[src/dtf_pkg.sv]
// ---------------------------------------------------------------------------
// dtf_pkg
// shared constants for the decimal text to float converter: multiplier
// operand selects, float constants and parse defaults
// ---------------------------------------------------------------------------
package dtf_pkg;

  localparam int DTF_MAX_DIGITS  = 8;
  localparam int DTF_COUNT_LIMIT = 255;

  // constant operand select for the shared multiplier
  localparam logic [1:0] K_HUNDREDTH = 2'd0;
  localparam logic [1:0] K_TENTH     = 2'd1;
  localparam logic [1:0] K_TEN       = 2'd2;

  // biased exponent and 24-bit significand of 0.01f, 0.1f and 10.0f
  localparam logic [7:0]  EXP_HUNDREDTH = 8'd120;
  localparam logic [23:0] MAN_HUNDREDTH = 24'hA3D70A;
  localparam logic [7:0]  EXP_TENTH     = 8'd123;
  localparam logic [23:0] MAN_TENTH     = 24'hCCCCCD;
  localparam logic [7:0]  EXP_TEN       = 8'd130;
  localparam logic [23:0] MAN_TEN       = 24'hA00000;

  localparam logic [31:0] FLOAT_INF = 32'h7F800000;

endpackage

[src/dtf_fmul.sv]
// ---------------------------------------------------------------------------
// dtf_fmul
// two-stage single precision multiply of a non-negative float by one of
// three constants, round to nearest even, subnormal and overflow aware
// ---------------------------------------------------------------------------
module dtf_fmul
  import dtf_pkg::*;
(
  input  logic        clk,
  input  logic        rst_n,
  input  logic        start,
  input  logic [31:0] a,
  input  logic [1:0]  sel,
  output logic        done,
  output logic [31:0] y
);

  logic [7:0]         eb;
  logic [23:0]        mb;
  logic [7:0]         ea;
  logic [23:0]        ma;
  logic               v1_r, v2_r;
  logic [47:0]        p_r;
  logic signed [10:0] epre_r;
  logic               inf_r, zero_r;
  logic [31:0]        y_r;

  always_comb begin
    case (sel)
      K_HUNDREDTH: begin eb = EXP_HUNDREDTH; mb = MAN_HUNDREDTH; end
      K_TENTH:     begin eb = EXP_TENTH;     mb = MAN_TENTH;     end
      K_TEN:       begin eb = EXP_TEN;       mb = MAN_TEN;       end
      default:     begin eb = EXP_TEN;       mb = MAN_TEN;       end
    endcase
    if (a[30:23] == 8'd0) begin
      ea = 8'd1;
      ma = {1'b0, a[22:0]};
    end else begin
      ea = a[30:23];
      ma = {1'b1, a[22:0]};
    end
  end

  // stage 1: significand product
  always_ff @(posedge clk) begin
    if (!rst_n) begin
      v1_r <= 1'b0;
    end else begin
      v1_r <= start;
    end
    if (start) begin
      p_r    <= ma * mb;
      epre_r <= $signed({3'd0, ea}) + $signed({3'd0, eb}) - 11'sd127;
      inf_r  <= (a[30:23] == 8'hFF);
      zero_r <= (a[30:0] == 31'd0);
    end
  end

  // stage 2: normalize, denormalize, round
  logic [47:0]        q, sh;
  logic signed [10:0] e;
  logic [5:0]         s;
  logic               lost, g, st, inc;
  logic [7:0]         ef;
  logic [31:0]        rnd;

  always_comb begin
    if (p_r[47]) begin
      q = p_r;
      e = epre_r + 11'sd1;
    end else begin
      q = {p_r[46:0], 1'b0};
      e = epre_r;
    end
    s = 6'd0;
    if (e <= 11'sd0) begin
      s = ((11'sd1 - e) > 11'sd48) ? 6'd48 : 6'(11'sd1 - e);
    end
    sh   = q >> s;
    lost = |(q & ~({48{1'b1}} << s));
    g    = sh[23];
    st   = (|sh[22:0]) | lost;
    inc  = g & (st | sh[24]);
    ef   = (e <= 11'sd0) ? 8'd0 : e[7:0];
    rnd  = {1'b0, ef, sh[46:24]} + {31'd0, inc};
  end

  always_ff @(posedge clk) begin
    if (!rst_n) begin
      v2_r <= 1'b0;
    end else begin
      v2_r <= v1_r;
    end
    if (v1_r) begin
      if (inf_r || e >= 11'sd255) begin
        y_r <= FLOAT_INF;
      end else if (zero_r) begin
        y_r <= 32'd0;
      end else begin
        y_r <= rnd;
      end
    end
  end

  assign done = v2_r;
  assign y    = y_r;

endmodule

[src/dtf_i2f.sv]
// ---------------------------------------------------------------------------
// dtf_i2f
// unsigned integer to single precision, normalized one bit per cycle,
// then rounded to nearest even
// ---------------------------------------------------------------------------
module dtf_i2f
  import dtf_pkg::*;
#(
  parameter int ACC_W = 27
) (
  input  logic             clk,
  input  logic             rst_n,
  input  logic             start,
  input  logic [ACC_W-1:0] m,
  output logic             done,
  output logic [31:0]      y
);

  localparam int NW = ACC_W + 25;

  logic          busy_r, busy_nxt;
  logic          done_r, done_nxt;
  logic [NW-1:0] n_r, n_nxt;
  logic [7:0]    e_r, e_nxt;
  logic [31:0]   y_r, y_nxt;
  logic [23:0]   mant;
  logic          g, st, inc;

  always_comb begin
    mant     = n_r[NW-1 -: 24];
    g        = n_r[NW-25];
    st       = |n_r[NW-26:0];
    inc      = g & (st | mant[0]);
    busy_nxt = busy_r;
    done_nxt = 1'b0;
    n_nxt    = n_r;
    e_nxt    = e_r;
    y_nxt    = y_r;
    if (start) begin
      busy_nxt = 1'b1;
      n_nxt    = {m, 25'd0};
      e_nxt    = 8'(127 + ACC_W - 1);
    end else if (busy_r) begin
      if (!n_r[NW-1]) begin
        n_nxt = {n_r[NW-2:0], 1'b0};
        e_nxt = e_r - 8'd1;
      end else begin
        y_nxt    = {1'b0, e_r, mant[22:0]} + {31'd0, inc};
        busy_nxt = 1'b0;
        done_nxt = 1'b1;
      end
    end
  end

  always_ff @(posedge clk) begin
    if (!rst_n) begin
      busy_r <= 1'b0;
      done_r <= 1'b0;
    end else begin
      busy_r <= busy_nxt;
      done_r <= done_nxt;
    end
    n_r <= n_nxt;
    e_r <= e_nxt;
    y_r <= y_nxt;
  end

  assign done = done_r;
  assign y    = y_r;

endmodule

[src/decimal_text_to_float_core.sv]
// a leading sign, a digit or a point is taken as it arrives; a terminator starts
// integer normalization, then the scaling multiplies (up to 127 multiplies by
// ten), and the result then goes to the output register
// throughput: one character per cycle while parsing, the shared multiplier
// sets the terminator time; reset (synchronous, rst_n low) clears all control state
// ---------------------------------------------------------------------------
// decimal_text_to_float_core
// streaming decimal text parser with an iterative float scaling sequencer
// ---------------------------------------------------------------------------
module decimal_text_to_float_core
  import dtf_pkg::*;
#(
  parameter int MAX_DIGITS  = DTF_MAX_DIGITS,
  parameter int COUNT_LIMIT = DTF_COUNT_LIMIT
) (
  input  logic        clk,
  input  logic        rst_n,
  input  logic        in_tvalid,
  output logic        in_tready,
  input  logic [7:0]  in_tdata,   // [7:0] char_code
  output logic        out_tvalid,
  input  logic        out_tready,
  output logic [47:0] out_tdata   // [0] ok, [32:1] value_bits, [40:33] chars_used
);

  localparam int ACC_W = $clog2(10 ** MAX_DIGITS);
  localparam int CW    = $clog2(COUNT_LIMIT + 1);

  localparam logic [2:0] S_IDLE = 3'd0;
  localparam logic [2:0] S_CONV = 3'd1;
  localparam logic [2:0] S_SEL  = 3'd2;
  localparam logic [2:0] S_WAIT = 3'd3;
  localparam logic [2:0] S_OUT  = 3'd4;

  logic [2:0]        st_r, st_nxt;
  logic              first_r, first_nxt;
  logic              neg_r, neg_nxt;
  logic              pt_r, pt_nxt;
  logic [ACC_W-1:0]  acc_r, acc_nxt;
  logic [7:0]        dc_r, dc_nxt;
  logic signed [7:0] dexp_r, dexp_nxt;
  logic [CW-1:0]     cons_r, cons_nxt;
  logic [31:0]       f_r, f_nxt;
  logic              ov_r, ov_nxt;
  logic [47:0]       od_r, od_nxt;

  logic              i2f_start, i2f_done;
  logic [31:0]       i2f_y;
  logic              fm_start, fm_done;
  logic [1:0]        fm_sel;
  logic [31:0]       fm_y;

  logic              acc_beat, is_digit;
  logic [ACC_W+3:0]  acc10;
  logic [CW-1:0]     cons_inc;
  logic [CW+7:0]     cext;
  logic [7:0]        used;

  assign in_tready = (st_r == S_IDLE);
  assign acc_beat  = in_tvalid && in_tready;
  assign is_digit  = (in_tdata >= 8'h30) && (in_tdata <= 8'h39);
  assign acc10     = ({4'd0, acc_r} << 3) + ({4'd0, acc_r} << 1)
                     + {(ACC_W)'(0), in_tdata[3:0]};
  assign cons_inc  = (cons_r < CW'(COUNT_LIMIT)) ? cons_r + CW'(1) : cons_r;
  assign cext      = {8'd0, cons_r};
  assign used      = (cext > (CW+8)'(255)) ? 8'hFF : cext[7:0];

  always_comb begin
    st_nxt    = st_r;
    first_nxt = first_r;
    neg_nxt   = neg_r;
    pt_nxt    = pt_r;
    acc_nxt   = acc_r;
    dc_nxt    = dc_r;
    dexp_nxt  = dexp_r;
    cons_nxt  = cons_r;
    f_nxt     = f_r;
    ov_nxt    = ov_r;
    od_nxt    = od_r;
    i2f_start = 1'b0;
    fm_start  = 1'b0;
    fm_sel    = K_TEN;
    if (ov_r && out_tready) begin
      ov_nxt = 1'b0;
    end
    case (st_r)
      S_IDLE: begin
        if (acc_beat) begin
          first_nxt = 1'b0;
          if (first_r && (in_tdata == 8'h2D || in_tdata == 8'h2B)) begin
            neg_nxt  = (in_tdata == 8'h2D);
            cons_nxt = cons_inc;
          end else if (is_digit) begin
            cons_nxt = cons_inc;
            if (dc_r != 8'hFF) begin
              dc_nxt = dc_r + 8'd1;
            end
            if (dc_r < 8'(MAX_DIGITS)) begin
              if (pt_r && dexp_r != -8'sd128) begin
                dexp_nxt = dexp_r - 8'sd1;
              end
              acc_nxt = acc10[ACC_W-1:0];
            end else if (!pt_r && dexp_r != 8'sd127) begin
              dexp_nxt = dexp_r + 8'sd1;
            end
          end else if (in_tdata == 8'h2E && !pt_r) begin
            cons_nxt = cons_inc;
            pt_nxt   = 1'b1;
          end else if (dc_r == 8'd0 || acc_r == '0) begin
            // no digits, or a zero value that skips scaling
            f_nxt  = 32'd0;
            st_nxt = S_OUT;
          end else begin
            i2f_start = 1'b1;
            st_nxt    = S_CONV;
          end
        end
      end
      S_CONV: begin
        if (i2f_done) begin
          f_nxt  = i2f_y;
          st_nxt = S_SEL;
        end
      end
      S_SEL: begin
        if (dexp_r <= -8'sd2) begin
          fm_start = 1'b1;
          fm_sel   = K_HUNDREDTH;
          dexp_nxt = dexp_r + 8'sd2;
          st_nxt   = S_WAIT;
        end else if (dexp_r == -8'sd1) begin
          fm_start = 1'b1;
          fm_sel   = K_TENTH;
          dexp_nxt = 8'sd0;
          st_nxt   = S_WAIT;
        end else if (dexp_r > 8'sd0) begin
          fm_start = 1'b1;
          fm_sel   = K_TEN;
          dexp_nxt = dexp_r - 8'sd1;
          st_nxt   = S_WAIT;
        end else begin
          st_nxt = S_OUT;
        end
      end
      S_WAIT: begin
        if (fm_done) begin
          f_nxt  = fm_y;
          st_nxt = S_SEL;
        end
      end
      S_OUT: begin
        if (!ov_r || out_tready) begin
          ov_nxt = 1'b1;
          if (dc_r == 8'd0) begin
            od_nxt = 48'd0;
          end else begin
            od_nxt = {7'd0, used, neg_r, f_r[30:0], 1'b1};
          end
          first_nxt = 1'b1;
          neg_nxt   = 1'b0;
          pt_nxt    = 1'b0;
          acc_nxt   = '0;
          dc_nxt    = 8'd0;
          dexp_nxt  = 8'sd0;
          cons_nxt  = '0;
          st_nxt    = S_IDLE;
        end
      end
      default: begin
        st_nxt = S_IDLE;
      end
    endcase
  end

  always_ff @(posedge clk) begin
    if (!rst_n) begin
      st_r    <= S_IDLE;
      first_r <= 1'b1;
      neg_r   <= 1'b0;
      pt_r    <= 1'b0;
      acc_r   <= '0;
      dc_r    <= 8'd0;
      dexp_r  <= 8'sd0;
      cons_r  <= '0;
      ov_r    <= 1'b0;
    end else begin
      st_r    <= st_nxt;
      first_r <= first_nxt;
      neg_r   <= neg_nxt;
      pt_r    <= pt_nxt;
      acc_r   <= acc_nxt;
      dc_r    <= dc_nxt;
      dexp_r  <= dexp_nxt;
      cons_r  <= cons_nxt;
      ov_r    <= ov_nxt;
    end
    f_r  <= f_nxt;
    od_r <= od_nxt;
  end

  dtf_i2f #(
    .ACC_W (ACC_W)
  ) u_i2f (
    .clk   (clk),
    .rst_n (rst_n),
    .start (i2f_start),
    .m     (acc_r),
    .done  (i2f_done),
    .y     (i2f_y)
  );

  dtf_fmul u_fmul (
    .clk   (clk),
    .rst_n (rst_n),
    .start (fm_start),
    .a     (f_r),
    .sel   (fm_sel),
    .done  (fm_done),
    .y     (fm_y)
  );

  assign out_tvalid = ov_r;
  assign out_tdata  = od_r;

`ifndef SYNTHESIS
  a_fm_one_in_flight: assert property (@(posedge clk) disable iff (!rst_n)
    fm_start |-> st_r == S_SEL && !fm_done)
    else $error("multiplier issued while busy");
  a_fail_is_zero: assert property (@(posedge clk) disable iff (!rst_n)
    (ov_r && !od_r[0]) |-> od_r[40:1] == 40'd0)
    else $error("failed parse with nonzero payload");
  a_compute_has_digits: assert property (@(posedge clk) disable iff (!rst_n)
    (st_r == S_CONV || st_r == S_WAIT || st_r == S_SEL) |-> dc_r != 8'd0)
    else $error("scaling without digits");
`endif

endmodule
[config.mk]
export PLATFORM = sky130hd
export DESIGN_NAME = decimal_text_to_float_core
export DESIGN_NICKNAME = d
export VERILOG_FILES = /design/src/dtf_pkg.sv /design/src/dtf_fmul.sv /design/src/dtf_i2f.sv /design/src/decimal_text_to_float_core.sv
export SDC_FILE = /design/constraint.sdc
export NUM_CORES = 2
export LEC_CHECK = 0
export BUFFER_PORTS_ARGS = -buffer_cell sky130_fd_sc_hd__buf_4
export CORE_AREA = 2 2 234 236
export CTS_BUF_LIST = sky130_fd_sc_hd__clkbuf_8
export DETAILED_ROUTE_END_ITERATION = 8
export DIE_AREA = 0 0 236 238
export HOLD_SLACK_MARGIN = 0.03
export PLACE_DENSITY = 0.83
export REMOVE_ABC_BUFFERS = 1
export SYNTH_ARGS = -nofsm -noshare
export SYNTH_HDL_FRONTEND = slang
export SYNTH_SLANG_ARGS = --single-unit
[constraint.sdc]
create_clock -name clk -period 9.75 [get_ports clk]
set_input_delay 1.4625 -clock clk [delete_from_list [all_inputs] [get_ports clk]]
set_output_delay 1.4625 -clock clk [all_outputs]
set_load 0.005 [all_outputs]
==> flow_metrics.py <==
metrics = {
    "timing": {
        "period_share_pct": 96.2,
        "slew_viol_final": 0,
        "max_freq_mhz": 107,
        "post-route-min-period_ns": 9.38,
        "hold_violations": 0,
        "fin_ws_ns": 0.366,
        "finalSetupViolCount": 0,
        "finalSetupTns_ns": 0,
        "tightest_slew_ns": 1.16,
        "fin_skew_ns": 0.0847,
        "slew_headroom_pct": 22.2,
    },
    "critical_path": {
        "critPathMaxFanout": 8,
        "critPathCaptureType": "flop",
        "crit_type": "flop to flop",
        "critPathArrivalTime_ns": 9.76,
        "crit_slowest_cell": "fa_1",
        "crit_path_start_kind": "flop",
        "max_stage_delay_ns": 0.54,
        "required_ns": 10.13,
    },
    "clocking": {
        "cts_buffer_depth": 3,
        "root_buffer": "clkbuf_8",
        "clock_latency_ns": 0.67,
        "h-tree-depth": 2,
        "cts_tree": "done",
        "cts.sinks": 292,
        "path_clk_slew_ns": 0.06,
        "numCtsBuffers": 49,
    },
    "drt": {
        "drt_iter0_drc": 2790,
        "ant_nets": 0,
        "drc_errors": 0,
        "vias": 27835,
        "viasPerCell": 6.22,
        "first_pass_iters": 8,
        "wl_per_cell_um": 21.5,
        "routed_wl_mm": 96.1,
    },
    "floorplan": {
        "rows": 85,
        "core_region_area_um2": 53500,
        "die_h_um": 238,
        "die_w_um": 236,
        "start_util_pct": 64.5,
        "io_pins": 62,
        "dieArea_um2": 56200,
    },
    "logic_synthesis": {
        "netlist_area_um2": 34500,
        "async_flop_share_pct": 0,
        "synth_area_leader_cell": "fa_1",
        "postSynthCellCount": 3750,
        "yosysTopAreaCellShare_pct": 20.2,
        "ys_warn_count": 0,
        "yosysUniqueCellTypes": 99,
        "syn_avg_cell_area_um2": 9.20,
        "synth_edf_count": 222,
        "synth_area_leaders": "fa_1, edfxtp_1, ha_1, inv_1, dfxtp_1",
        "ys_seq_area_share_pct": 23.4,
        "synth_seq_cells": 292,
        "ys.flop_type": "edfxtp_1",
    },
    "outcome": {
        "status": "complete, no violations",
    },
    "pwr": {
        "power_density_nw_per_um2": 101,
        "ir_drop_v": 0.000117,
        "leakagePower_uw": 0.0170,
    },
    "global_route": {
        "track_usage_pct": 34.4,
        "grt_pass1_wl_mm": 151,
        "grt_pass1_vias": 28002,
        "grt_remaining_overflow": 0,
        "grt_start_max_net_pins": 79,
        "antenna_found_initial": 5,
    },
    "placement": {
        "port_buffers": 54,
        "place_hpwl_mm": 76.6,
        "place_ws_ns": 0.287,
        "dpl_cell_area_um2": 35500,
        "routabilityCongestion": 1.07,
    },
    "final_layout": {
        "final_core_util_pct": 68.2,
        "finalInstanceArea_um2": 36500,
        "fillCellCount": 4139,
        "nNetsFinal": 4422,
        "areaGrowthSynthToFinish_pct": 5.70,
        "drive_above_1_share_pct": 7.30,
    },
    "hold_path": {
        "hp-class": "flop to flop",
    },
    "flow_run": {
        "maxCapViolations": 0,
    },
}
==> registers in the layout (all words and copies together), names as in the netlist, 3 cells and up <==
signal / cells
u_i2f.e_r: 8
f_r: 31
dc_r: 8
u_i2f.n_r: 27
cons_r: 8
u_fmul.p_r: 48
st_r: 3
acc_r: 27
u_i2f.y: 31
u_fmul.y: 31
dexp_r: 8
out_tdata: 41
u_fmul.epre_r: 11
==> final timing paths <==
kind / cells past startpoint / from / to / slack (ns)
min: 2 / dexp_r[3] / dexp_r[3] / 0.50
max: 35 / dexp_r[2] / u_fmul.p_r[47] / 0.37
min reg2reg: 2 / dexp_r[3] / dexp_r[3] / 0.50
max reg2reg: 35 / dexp_r[2] / u_fmul.p_r[47] / 0.37
==> Yosys cell counts (31+ instances only) <==
library cell,count
nand2_1,285
mux2i_1,66
dfxtp_1,70
nand2b_1,55
a21oi_1,143
ha_1,321
xor2_1,57
o21ai_0,154
xnor2_1,119
and2_1,55
fa_1,348
nor2_1,220
a22o_1,32
nor2b_1,82
a21o_1,38
a22oi_1,31
mux2_2,33
clkbuf_1,118
nor3_1,74
and3_1,41
nand4_1,36
o211ai_1,39
inv_1,590
nand3_1,90
edfxtp_1,222
==> critical path, delay by kind of cell, from the launching register on <==
family / cells / cell delay, ns
buffers and inverters: 6 / 0.57
AOI/OAI and AO/OA: 8 / 1.77
adders and majority gates: 8 / 3.39
and+or+nand+nor: 12 / 2.91
xor gates and xnor gates: 1 / 0.09
DFF: 1 / 0.39
==> cell families after synthesis <==
family	Yosys count	synth area share (%)
buffers and inverters	762	8.52
xor gates and xnor gates	177	4.53
muxes	101	3.07
DFF	292	23.4
and+or+nand+nor	1073	15.6
AOI/OAI and AO/OA	673	12.9
adders and majority gates	671	31.9
other	1	0.0109
==> timing repair <==
| action | CTS | global route |
|---|---|---|
| buffers inserted | 0 | 2 |
| endpoints found under the setup margin | 0 | 6 |
| hold buffers | 0 | 0 |
| endpoints found under the hold margin | 0 | 0 |
| gates resized for setup | 0 | 10 |
==> final cells by class <==
class                      instances  area (um2)  share of cell area (%)
antenna                            1        2.50                 0.00686
clock buffer                      50         688                    1.89
clock inverter                    40         220                   0.604
inverter                         593        2230                    6.12
multi-input combinational       2703       23600                    64.8
sequential                       292        8070                    22.1
tap                              696         871                    2.39
timing repair buffer             102         766                    2.10
==> metrics by stage <==
stage | cells | hold WS, ns | power (uW)
CTS | 4474 | 0.499 | 3680
global route | 4477 | 0.517 | 3870
global placement | 4384 | 0.462 | 2620
finish | 4477 | 0.496 | 3690
floorplan | 3588 | 0.447 | 2240
detailed placement | 4384 | 0.482 | 2640
==> routing by layer <==
metal / up-vias / track usage (%) / wire length, um
met5: - / 0 / 39
met4: 6 / 18.6 / 5830
met3: 368 / 9.93 / 9890
met2: 1388 / 56.9 / 45100
met1: 13365 / 40.7 / 35200
li1: 12708 / - / -
==> placed cells by master, fill, tap and decap left out, types with 54 or more instances in the layout <==
master	count
a21oi_1	143
and2_1	54
buf_4	102
dfxtp_1	69
edfxtp_1	222
fa_1	348
ha_1	321
inv_1	611
mux2i_1	66
nand2_1	285
nand2b_1	55
nand3_1	90
nor2_1	217
nor2b_1	82
nor3_1	72
o21ai_0	152
xnor2_1	119
xor2_1	57
==> report_power, final <==
part	leakage (uW)	switching, uW	internal (uW)
registers	0.00270	103	1430
clock network	0.000549	526	508
logic	0.0138	666	458
Power figures use the tool's default switching activity.
